**src/rtl/assert_macros.svh**
```systemverilog
// Concurrent assertion helpers, compiled out for synthesis.
`ifndef ASSERT_MACROS_SVH
`define ASSERT_MACROS_SVH

`ifndef SYNTHESIS

// Property must hold at every clock edge outside reset.
`define ASSERT_CHK(lbl, clk, rst, prop) \
  lbl: assert property (@(posedge clk) disable iff (rst) (prop)) \
    else $error("assertion failed");

// Expression must never be true outside reset.
`define ASSERT_NEVER(lbl, clk, rst, expr) \
  lbl: assert property (@(posedge clk) disable iff (rst) !(expr)) \
    else $error("forbidden condition seen");

`else

`define ASSERT_CHK(lbl, clk, rst, prop)
`define ASSERT_NEVER(lbl, clk, rst, expr)

`endif

`endif

```
**src/rtl/mmcs_pkg.sv**
```systemverilog
package mmcs_pkg;

  localparam int FRAME_PIXELS = 4096;
  localparam int ADDR_W       = $clog2(FRAME_PIXELS);
  localparam int CNT_W        = ADDR_W + 1;
  localparam int PIX_W        = 16;
  localparam int OUT_W        = 8;
  localparam int NUM_W        = PIX_W + OUT_W;
  localparam int STEP_W       = $clog2(OUT_W);
  localparam int QDEPTH       = 4;
  localparam int QPTR_W       = $clog2(QDEPTH);

  typedef enum logic {
    OP_LOAD = 1'b0,
    OP_READ = 1'b1
  } op_t;

  typedef enum logic [1:0] {
    ST_OK         = 2'd0,
    ST_NOT_CLOSED = 2'd1,
    ST_FULL       = 2'd2,
    ST_PAST_END   = 2'd3
  } status_t;

  typedef enum logic [1:0] {
    BK_IDLE,
    BK_DIV,
    BK_HOLD
  } bk_state_t;

  // One classified item on its way to the back end.
  typedef struct packed {
    logic             is_read;
    status_t          status;
    logic             last;
    logic             div;
    logic [NUM_W-1:0] num;
    logic [PIX_W-1:0] span;
  } qent_t;

endpackage

```
**src/rtl/mmcs_queue.sv**
```systemverilog
module mmcs_queue (
  input  logic            clk,
  input  logic            rst,
  input  logic            push,
  input  mmcs_pkg::qent_t push_entry,
  output logic            full,
  input  logic            pop,
  output mmcs_pkg::qent_t pop_entry,
  output logic            nonempty
);
  import mmcs_pkg::*;

  qent_t             slots [QDEPTH];
  logic [QPTR_W-1:0] wptr;
  logic [QPTR_W-1:0] rptr;
  logic [QPTR_W:0]   count;

  assign full      = (count == (QPTR_W + 1)'(QDEPTH));
  assign nonempty  = (count != '0);
  assign pop_entry = slots[rptr];

  always_ff @(posedge clk) begin
    if (rst) begin
      wptr  <= '0;
      rptr  <= '0;
      count <= '0;
    end else begin
      if (push) begin
        wptr <= wptr + QPTR_W'(1);
      end
      if (pop) begin
        rptr <= rptr + QPTR_W'(1);
      end
      case ({push, pop})
        2'b10:   count <= count + (QPTR_W + 1)'(1);
        2'b01:   count <= count - (QPTR_W + 1)'(1);
        default: count <= count;
      endcase
    end
  end

  always_ff @(posedge clk) begin
    if (push) begin
      slots[wptr] <= push_entry;
    end
  end

endmodule

```
**config.mk**
```make
export PLATFORM = sky130hd
export DESIGN_NAME = mmcs_queue
export DESIGN_NICKNAME = d
export VERILOG_FILES = /design/src/rtl/assert_macros.svh /design/src/rtl/mmcs_pkg.sv /design/src/rtl/mmcs_queue.sv
export SDC_FILE = /design/constraint.sdc
export NUM_CORES = 1
export LEC_CHECK = 0
export ABC_CLOCK_PERIOD_IN_PS = 2500
export BUFFER_PORTS_ARGS = -buffer_cell sky130_fd_sc_hd__buf_2
export CAP_MARGIN = 10
export CORE_MARGIN = 10
export CORE_UTILIZATION = 50
export CTS_CLUSTER_SIZE = 24
export DETAILED_ROUTE_END_ITERATION = 10
export GPL_ROUTABILITY_DRIVEN = 1
export PLACE_DENSITY = 0.79
export SLEW_MARGIN = 20
export SYNTH_ARGS = -nofsm -noshare
export SYNTH_HDL_FRONTEND = slang
export SYNTH_SLANG_ARGS = --single-unit
```
**constraint.sdc**
```tcl
create_clock -name clk -period 2.5 [get_ports clk]
set_clock_uncertainty 0.1 [all_clocks]
set_input_delay 0.125 -clock clk [delete_from_list [all_inputs] [get_ports clk]]
set_output_delay 0.125 -clock clk [all_outputs]
set_load 0.05 [all_outputs]
```
==> flow_metrics.tcl <==
set metrics [dict create \
    relSlewSlack 0.682 \
    total_power_w 0.00733 \
    gr-total-overflow 0 \
    clock_latency_ps 420 \
    seq_area_frac_synth 0.800 \
    hold_viol 0 \
    fmaxAchievable_ghz 0.443 \
    core.rowCount 43 \
    status "finished, final reports clean" \
    synth_top_flop_cell "edfxtp_1" \
    synth_edf_count 180 \
    timing.final.crit_share 0.903 \
    htreeDepth 4 \
    crit_chain "buf_12 -> mux4_1 -> buf_2" \
    grt_pass1_wl_um 20800 \
    cts_buffers 17 \
    setup_ws_ps 243 \
    syn_nets 333 \
    p_leak_nw 3.05 \
    nFillCells 980 \
    cpPeakStageDelay_ps 580 \
    critPathTopFamily "multiplexers" \
    design_area_um2 8770 \
    hold_depth 2 \
    cts_resized 0 \
    rsz0062_at_grt "false" \
    start_util 0.507 \
    post-route-min-period_ps 2260 \
    drt_iter0_drc 218 \
    ir_drop_mv 0.518 \
    slew_violations 0 \
    clock_sinks 189 \
    m1WireLength_um 5490 \
    synth_area_um2 6980 \
    clockBufferDepth 2 \
    crit_buf_inv 2 \
    synthCells 278 \
    num-nets-final 498 \
    dpl.hpwl_um 8040 \
    place_ws_ps 662 \
    crit_type "flop to primary output" \
    postLayoutCoreUtil 0.637 \
    vias 3365 \
    routabilityCongestion 0.675 \
    routed-wl-met3_um 669 \
    ioPinCount 96 \
    ant_nets 0 \
    clk_pin_slew_ps 70 \
    wl_um 13100 \
    setup_viol 0 \
    yosysUniqueCellTypes 22 \
    rrSetupSlack_ps 790 \
    cap_violations 0 \
    core_um2 13800 \
    hold_path_class "input pin to flop" \
    synth_seq_cells 189 \
    cpMaxStageDelayCell "mux4_1" \
    seq_area_um2 5590 \
    critPathCaptureType "primary output" \
    power_density_nw_per_um2 836 \
    top_layer_used "met4" \
    worstPathMaxFanout 16 \
    min_to "slots[2][17]" \
    rr_endpoint "slots[2][42]" \
    worst_pin_slew_ps 476 \
    async_flop_share 0 \
    die_area_um2 19100 \
    numPortBuffers 95 \
    setup.worst_path.start_class "flop" \
    viasPerCell 5.28 \
    grt.total_usage 0.141 \
    antenna_found_initial 0 \
    wl_met2_um 6770 \
    post_cts_buffers 0 \
    final_layout_size_suffix_gt1_frac 0.406 \
    grt_pass1_vias 3794 \
    r2r-start "wptr[0]" \
    rr_worst_depth 4 \
    drt-wirelength-per-cell_um 20.6 \
    hold_start "push_entry[17]" \
    drc_errors 0 \
    syn_area_per_cell_um2 25.1 \
    multi_input_area_um2 1270 \
    syn_to_final_growth_pct 25.6 \
    die_h_um 138 \
    dpl_cell_area_um2 7710 \
    crit_arrival_ps 2030 \
    die_x_um 138 \
    grt_max_degree 32 \
    first_pass_iters 4 \
    cts-root-buf "clkbuf_16" \
    required_ps 2280 \
    yosys_warnings 0 \
    setup_tns_ps 0 \
    cts_tree "done" \
]
==> final cells by class <==
type                    count  area share
well taps                 180      0.0257
multi-input cells          75       0.145
flip-flops and latches    189       0.638
clock inverters            12      0.0127
repair buffers            157       0.126
clock buffers              20      0.0521
diodes                      1    0.000285
inverters                   3     0.00128
==> where the power goes <==
| part | leakage [nW] | switching, W | internal, W | total [W] |
|---|---|---|---|---|
| combinational | 1.05 | 0.000714 | 0.000374 | 0.00109 |
| sequential | 1.73 | 0.0000663 | 0.00363 | 0.00370 |
| clock | 0.274 | 0.00111 | 0.00143 | 0.00254 |
| total | 3.05 | 0.00189 | 0.00544 | 0.00733 |
==> cell families (layout without fill, tap and decap cells) <==
family / count (synthesis) / after routing / share of synthesized area
flops: 189 / 189 / 0.800
fa+ha+maj: 6 / 6 / 0.0118
xor+xnor: 5 / 5 / 0.00627
compound gates: 2 / 2 / 0.00143
buf+inv: 14 / 192 / 0.0188
mux: 47 / 47 / 0.151
other cells: 0 / 1 / 0
simple gates: 15 / 15 / 0.0108
==> Yosys cell counts, drive strengths merged, types with 2 or more instances <==
cell type	number	area share
ha	5	0.0090
edfxtp	180	0.77
mux2i	2	0.0029
inv	3	0.0016
dfxtp	9	0.026
buf	9	0.016
xnor2	3	0.0038
and2	4	0.0036
or3	2	0.0018
xor2	2	0.0025
nor2	7	0.0038
clkbuf	2	0.0013
mux4	45	0.15
==> per-layer routing <==
metal,GRT usage,vias to the layer above
met2,0.237,84
met1,0.164,1761
li1,-,1502
met5,0,-
met4,0.0549,0
met3,0.0466,18
==> state kept, by name, indices dropped and copies added, names as in the netlist, named ones only <==
name	count
wptr	2
slots	180
rptr	2
count	3
==> worst max path at each step <==
stage	endpoint	slack, ps	depth (start not counted)
2_1_floorplan	slots[2][0]	370	3
3_3_place_gp	pop_entry[37]	640	3
3_5_place_dp	pop_entry[37]	660	3
4_1_cts	pop_entry[37]	170	3
5_1_grt	pop_entry[37]	130	3
6_report	pop_entry[38]	240	3
==> through the flow <==
step                hold slack (ps)  cells
floorplan                       124    278
global placement                235    555
detailed placement              243    555
CTS                             320    636
global route                    346    636
finish                          342    637
==> cells in the final DEF (no fill, tap or decap), types with 2 or more instances in the layout <==
cell type,n
and2_2,4
buf_12,3
buf_2,95
buf_4,10
clkbuf_16,17
clkbuf_8,2
clkinv_2,3
clkinvlp_4,3
dfxtp_1,7
dlygate4sd3_1,49
edfxtp_1,180
ha_1,5
inv_1,3
inv_6,4
mux2i_1,2
mux4_1,5
mux4_2,40
nor2_1,7
or3_1,2
xnor2_1,3
xor2_1,2
==> repair_timing <==
| item | CTS | global route |
|---|---|---|
| hold buffers | 49 | 0 |
| endpoints found under the hold margin | 189 | 0 |
| endpoints found under the setup margin | 0 | 0 |
Note: power is estimated with default switching activity, not from simulation.
