[config.mk]
export PLATFORM = sky130hd
export DESIGN_NAME = mmcs_back_flat
export DESIGN_NICKNAME = d
export VERILOG_FILES = /design/src/rtl/assert_macros.svh /design/src/rtl/mmcs_pkg.sv /design/src/rtl/mmcs_if.sv /design/src/rtl/mmcs_back.sv /design/src/flat_wrapper.sv
export SDC_FILE = /design/constraint.sdc
export NUM_CORES = 1
export LEC_CHECK = 0
export BUFFER_PORTS_ARGS = -buffer_cell sky130_fd_sc_hd__buf_2
export CORE_AREA = 2 2 82 143
export DETAILED_ROUTE_END_ITERATION = 8
export DIE_AREA = 0 0 84 145
export GPL_TIMING_DRIVEN = 0
export PLACE_DENSITY = 0.66
export SLEW_MARGIN = 20
export SYNTH_ARGS = -nofsm -noshare
export SYNTH_HDL_FRONTEND = slang
export SYNTH_SLANG_ARGS = --single-unit
export TNS_END_PERCENT = 50
[constraint.sdc]
create_clock -name clk -period 3.9 [get_ports clk]
set_input_delay 0.585 -clock clk [delete_from_list [all_inputs] [get_ports clk]]
set_output_delay 0.585 -clock clk [all_outputs]
set_load 0.01 [all_outputs]
[src/rtl/assert_macros.svh]
// Concurrent assertion helpers, compiled out for synthesis.
`ifndef ASSERT_MACROS_SVH
`define ASSERT_MACROS_SVH

`ifndef SYNTHESIS

// Property must hold at every clock edge outside reset.
`define ASSERT_CHK(lbl, clk, rst, prop) \
  lbl: assert property (@(posedge clk) disable iff (rst) (prop)) \
    else $error("assertion failed");

// Expression must never be true outside reset.
`define ASSERT_NEVER(lbl, clk, rst, expr) \
  lbl: assert property (@(posedge clk) disable iff (rst) !(expr)) \
    else $error("forbidden condition seen");

`else

`define ASSERT_CHK(lbl, clk, rst, prop)
`define ASSERT_NEVER(lbl, clk, rst, expr)

`endif

`endif

[src/rtl/mmcs_pkg.sv]
package mmcs_pkg;

  localparam int FRAME_PIXELS = 4096;
  localparam int ADDR_W       = $clog2(FRAME_PIXELS);
  localparam int CNT_W        = ADDR_W + 1;
  localparam int PIX_W        = 16;
  localparam int OUT_W        = 8;
  localparam int NUM_W        = PIX_W + OUT_W;
  localparam int STEP_W       = $clog2(OUT_W);
  localparam int QDEPTH       = 4;
  localparam int QPTR_W       = $clog2(QDEPTH);

  typedef enum logic {
    OP_LOAD = 1'b0,
    OP_READ = 1'b1
  } op_t;

  typedef enum logic [1:0] {
    ST_OK         = 2'd0,
    ST_NOT_CLOSED = 2'd1,
    ST_FULL       = 2'd2,
    ST_PAST_END   = 2'd3
  } status_t;

  typedef enum logic [1:0] {
    BK_IDLE,
    BK_DIV,
    BK_HOLD
  } bk_state_t;

  // One classified item on its way to the back end.
  typedef struct packed {
    logic             is_read;
    status_t          status;
    logic             last;
    logic             div;
    logic [NUM_W-1:0] num;
    logic [PIX_W-1:0] span;
  } qent_t;

endpackage

[src/rtl/mmcs_if.sv]


interface mmcs_rsp_if;
  logic       valid;
  logic       ready;
  logic [7:0] pixel_out;
  logic       last_out;
  logic [1:0] status;
  logic       is_read_result;

  modport source(output valid, pixel_out, last_out, status, is_read_result, input ready);
  modport sink(input valid, pixel_out, last_out, status, is_read_result, output ready);
endinterface

[src/rtl/mmcs_back.sv]
module mmcs_back (
  input  logic            clk,
  input  logic            rst,
  input  logic            q_valid,
  input  mmcs_pkg::qent_t q_entry,
  output logic            q_pop,
  mmcs_rsp_if.source      rsp
);
  import mmcs_pkg::*;

  bk_state_t         state;
  bk_state_t         state_next;
  logic [NUM_W-1:0]  rem;
  logic [NUM_W-1:0]  dsh;
  logic [OUT_W-1:0]  quo;
  logic [STEP_W-1:0] step;
  logic              last_r;

  logic              ov;
  logic [OUT_W-1:0]  o_pix;
  logic              o_last;
  status_t           o_status;
  logic              o_read;

  logic              out_free;
  logic              start_div;
  logic              load_direct;
  logic              load_quo;
  logic              ge;

  assign out_free = !ov || rsp.ready;
  assign ge       = (rem >= dsh);

  always_ff @(posedge clk) begin
    if (rst) begin
      state <= BK_IDLE;
    end else begin
      state <= state_next;
    end
  end

  always_comb begin
    state_next  = state;
    q_pop       = 1'b0;
    start_div   = 1'b0;
    load_direct = 1'b0;
    load_quo    = 1'b0;
    unique case (state)
      BK_IDLE: begin
        if (q_valid) begin
          if (q_entry.div) begin
            q_pop      = 1'b1;
            start_div  = 1'b1;
            state_next = BK_DIV;
          end else if (out_free) begin
            q_pop       = 1'b1;
            load_direct = 1'b1;
          end
        end
      end
      BK_DIV: begin
        if (step == '0) begin
          state_next = BK_HOLD;
        end
      end
      BK_HOLD: begin
        if (out_free) begin
          load_quo   = 1'b1;
          state_next = BK_IDLE;
        end
      end
      default: state_next = BK_IDLE;
    endcase
  end

  // restoring divide, one quotient bit per cycle; quotient is known to fit OUT_W bits
  always_ff @(posedge clk) begin
    if (start_div) begin
      rem    <= q_entry.num;
      dsh    <= {1'b0, q_entry.span, (OUT_W - 1)'(0)};
      quo    <= '0;
      step   <= STEP_W'(OUT_W - 1);
      last_r <= q_entry.last;
    end else if (state == BK_DIV) begin
      if (ge) begin
        rem <= rem - dsh;
      end
      quo  <= {quo[OUT_W-2:0], ge};
      dsh  <= dsh >> 1;
      step <= step - STEP_W'(1);
    end
  end

  always_ff @(posedge clk) begin
    if (rst) begin
      ov <= 1'b0;
    end else if (load_direct || load_quo) begin
      ov <= 1'b1;
    end else if (rsp.ready) begin
      ov <= 1'b0;
    end
  end

  always_ff @(posedge clk) begin
    if (load_direct) begin
      o_pix    <= '0;
      o_last   <= q_entry.last;
      o_status <= q_entry.status;
      o_read   <= q_entry.is_read;
    end else if (load_quo) begin
      o_pix    <= quo;
      o_last   <= last_r;
      o_status <= ST_OK;
      o_read   <= 1'b1;
    end
  end

  assign rsp.valid          = ov;
  assign rsp.pixel_out      = o_pix;
  assign rsp.last_out       = o_last;
  assign rsp.status         = o_status;
  assign rsp.is_read_result = o_read;

endmodule

[src/flat_wrapper.sv]
// flat-port wrapper written by rule: the top's interface ports become plain ports
module mmcs_back_flat import mmcs_pkg::*;
  (clk, rst, q_valid, q_entry, q_pop, rsp_valid, rsp_pixel_out, rsp_last_out, rsp_status, rsp_is_read_result, rsp_ready);
  mmcs_rsp_if rsp_i ();
  input  logic clk;
  input  logic rst;
  input  logic q_valid;
  input  mmcs_pkg::qent_t q_entry;
  output logic q_pop;
  output wire logic [$bits(rsp_i.valid)-1:0] rsp_valid;
  output wire logic [$bits(rsp_i.pixel_out)-1:0] rsp_pixel_out;
  output wire logic [$bits(rsp_i.last_out)-1:0] rsp_last_out;
  output wire logic [$bits(rsp_i.status)-1:0] rsp_status;
  output wire logic [$bits(rsp_i.is_read_result)-1:0] rsp_is_read_result;
  input wire logic [$bits(rsp_i.ready)-1:0] rsp_ready;
  assign rsp_valid = rsp_i.valid;
  assign rsp_pixel_out = rsp_i.pixel_out;
  assign rsp_last_out = rsp_i.last_out;
  assign rsp_status = rsp_i.status;
  assign rsp_is_read_result = rsp_i.is_read_result;
  assign rsp_i.ready = rsp_ready;
  mmcs_back u_core (.clk(clk), .rst(rst), .q_valid(q_valid), .q_entry(q_entry), .q_pop(q_pop), .rsp(rsp_i));
endmodule
==> impl_metrics.py <==
metrics = {
    "status": {
        "run_status": "finished, final reports clean",
    },
    "clock_network": {
        "cts_max_path_buffers": 2,
        "path_clk_slew_ns": 0.06,
        "cts_root_buf": "clkbuf_16",
        "cts_tree": "built",
        "clock_latency_ns": 0.35,
        "cts.sinks": 74,
        "postCtsHoldBufs": 0,
        "cts_made_buffers": 9,
        "cts_htree_levels": 3,
        "post_cts_buffers": 0,
        "post_cts_resized": 0,
    },
    "timing": {
        "finalSetupViolations": 0,
        "slew_headroom": 0.4432,
        "tns_ns": 0,
        "rsz0062_at_grt": "no",
        "period_needed_ns": 3.288,
        "finalMaxSlewViolations": 0,
        "hold_viol": 0,
        "worst_pin_slew_ns": 0.8332,
        "finalClockSkew_ns": 0.008259,
        "finalCritPeriodShare": 0.8432,
        "max_freq_ghz": 0.3041,
    },
    "cells_and_area": {
        "design_area_um2": 5084,
        "synthToLayoutAreaGrowth_pct": 16.89,
        "ff_latch_area_um2": 1932,
        "drive_above_1_share": 0.1802,
        "fin_nets": 625,
        "num_antenna_cells": 0,
        "fill_cells": 1104,
        "multi_input_area_um2": 2208,
    },
    "logic_synthesis": {
        "synth_cells": 477,
        "synth-seq-area-share": 0.4442,
        "synth_edf_count": 45,
        "yosysWarnings": 0,
        "syn_nets": 552,
        "synth_seq_cells": 74,
        "synth.avg_cell_area_um2": 9.118,
        "synth_ff_type": "edfxtp_1",
        "yosysUniqueCellTypes": 62,
        "netlist_area_um2": 4349,
        "async_reset_ff_frac": 0,
    },
    "hold_path": {
        "worstHoldEndpoint": "u_core.last_r$_DFFE_PP_",
        "min_from": "q_entry[41]",
        "hold_depth": 1,
        "min_path_type": "in -> reg",
    },
    "worst_setup_path": {
        "r2r-start": "u_core.rem[0]$_DFFE_PP_",
        "reg2reg_slack_ns": 0.61,
        "reg2reg_depth": 10,
        "r2r-end": "u_core.rem[1]$_DFFE_PP_",
        "worstPathMaxFanout": 24,
        "arrival_ns": 3.23,
        "cp_data_required_time_ns": 3.85,
        "critPathCaptureType": "flip-flop",
        "cp-start-kind": "flip-flop",
        "worstSetupPathType": "reg -> reg",
    },
    "pwr": {
        "powerDensity_nw_per_um2": 565.2,
        "power_leakage_uw": 0.002156,
        "ir_drop_v": 0.0002942,
    },
    "floorplanning": {
        "num_rows": 51,
        "start_util": 0.3940,
        "coreArea_um2": 11040,
        "dieArea_um2": 12180,
        "die_w_um": 84,
        "die_h_um": 145,
        "io_pins": 63,
    },
    "routing": {
        "drtIter0Drc": 179,
        "wl_um": 11410,
        "drcViolationCount": 0,
        "vias": 3736,
        "drt_pass1_iterations": 4,
        "antenna_left": 0,
        "wl_per_cell_um": 16.61,
        "viasPerCell": 5.438,
    },
    "job": {
        "drv_cap": 0,
    },
    "global_routing": {
        "antenna_found_initial": 0,
        "grt_pass1_wl_um": 18330,
        "grt_max_degree": 25,
        "first_global_vias": 3852,
        "track_usage": 0.1934,
        "grt-ovfl-total": 0,
    },
    "placed_design": {
        "postPlaceCellArea_um2": 4825,
        "gp_congestion": 0.9166,
        "hpwl_um": 8865,
        "io_buffers": 62,
    },
}
## logic make-up after synthesis
family	synth area share
simple gates	0.1715
mux	0.03050
xor+xnor	0.03222
flops	0.4442
compound gates	0.1965
buf+inv	0.04862
fa+ha+maj	0.07652
## worst max-delay path by stage
stage                                  startpoint                  endpoint  slack (ns)  cells past startpoint
after floorplan           u_core.rem[0]$_DFFE_PP_   u_core.rem[0]$_DFFE_PP_        1.04                     10
after global placement    u_core.rem[0]$_DFFE_PP_   u_core.rem[3]$_DFFE_PP_        0.18                     10
after detailed placement  u_core.rem[0]$_DFFE_PP_   u_core.rem[4]$_DFFE_PP_        0.17                     10
after CTS                 u_core.rem[0]$_DFFE_PP_  u_core.rem[17]$_DFFE_PP_        0.17                     10
after global routing      u_core.rem[0]$_DFFE_PP_  u_core.rem[18]$_DFFE_PP_        0.33                     10
final                     u_core.rem[0]$_DFFE_PP_   u_core.rem[1]$_DFFE_PP_        0.61                     10
## Yosys cell counts, types with 7 or more instances
master	instances	area (µm²)
nor2_1	33	123.9
ha_1	25	312.8
clkbuf_1	11	41.29
a21oi_1	44	220.2
a21o_1	8	60.06
mux2i_1	11	110.1
buf_2	10	50.05
inv_1	30	112.6
nand2_1	80	300.3
o21ai_0	36	180.2
xnor2_1	12	105.1
and3_1	7	43.79
dfxtp_1	29	580.6
edfxtp_1	45	1351
## where the power goes
group          switching (µW)  internal (µW)  total [µW]  leakage (µW)
clock                     321            430         751      0.000128
combinational             653            439        1090       0.00136
sequential               43.6            987        1030      0.000667
## routing by layer
layer	track usage	part of all wire	routed length, µm
met1	0.2046	0.39	4458
met2	0.3568	0.53	6102
met3	0.02105	0.029	335
met4	0.1194	0.045	512
met5	0	0	0
## layout make-up
class,instances,area share
multi-input combinational,350,0.4344
sequential,74,0.3800
timing repair buffer,62,0.06104
clock buffer,13,0.04726
tap,132,0.03249
inverter,30,0.02215
buffer,23,0.01944
clock inverter,3,0.003200
## worst max-delay path, stage by stage, from the launching register on
cell and delay, ns:
edfxtp_1 0.35, inv_1 0.08, ha_1 0.16, inv_1 0.05
fa_1 0.40, a21o_1 0.21, a221oi_1 0.34, nand2_1 0.10
a2111oi_0 0.60, a211o_1 0.21, nand2_2 0.38
## cells in the final DEF (no fill, tap or decap), drive strengths merged, types with 5 or more instances in the layout
cell / synthesis / final
a21o: 8 / 8
a21oi: 45 / 45
a31oi: 5 / 5
and2: 5 / 5
and3: 8 / 8
buf: 12 / 74
clkbuf: 11 / 24
dfxtp: 29 / 29
edfxtp: 45 / 45
ha: 25 / 25
inv: 30 / 31
mux2i: 11 / 11
nand2: 80 / 80
nand2b: 5 / 5
nand4: 5 / 5
nor2: 33 / 33
o21a: 5 / 5
o21ai: 41 / 41
xnor2: 12 / 12
## sequential cells by signal, indices dropped and copies added, names as in the netlist
register and flops:
u_core.rem 24, u_core.dsh 23, u_core.quo 8, u_core.rsp.pixel_out 8, u_core.step 3, u_core.rsp.status 2, u_core.state 2, u_core.last_r 1
u_core.rsp.is_read_result 1, u_core.rsp.last_out 1, u_core.rsp.valid 1
## metrics by stage
stage	hold WS (ns)	std cells	utilization	total power, µW	setup WS (ns)
3_5_place_dp	0.4559	671	0.4370	2127	0.1724
2_1_floorplan	0.4357	477	-	1850	1.041
6_report	0.4348	687	0.4605	2873	0.6116
5_1_grt	0.4352	687	0.4605	3043	0.3325
3_3_place_gp	0.4431	671	0.4370	2105	0.1784
4_1_cts	0.4319	687	0.4603	2876	0.1671
Power figures use the tool's default switching activity.
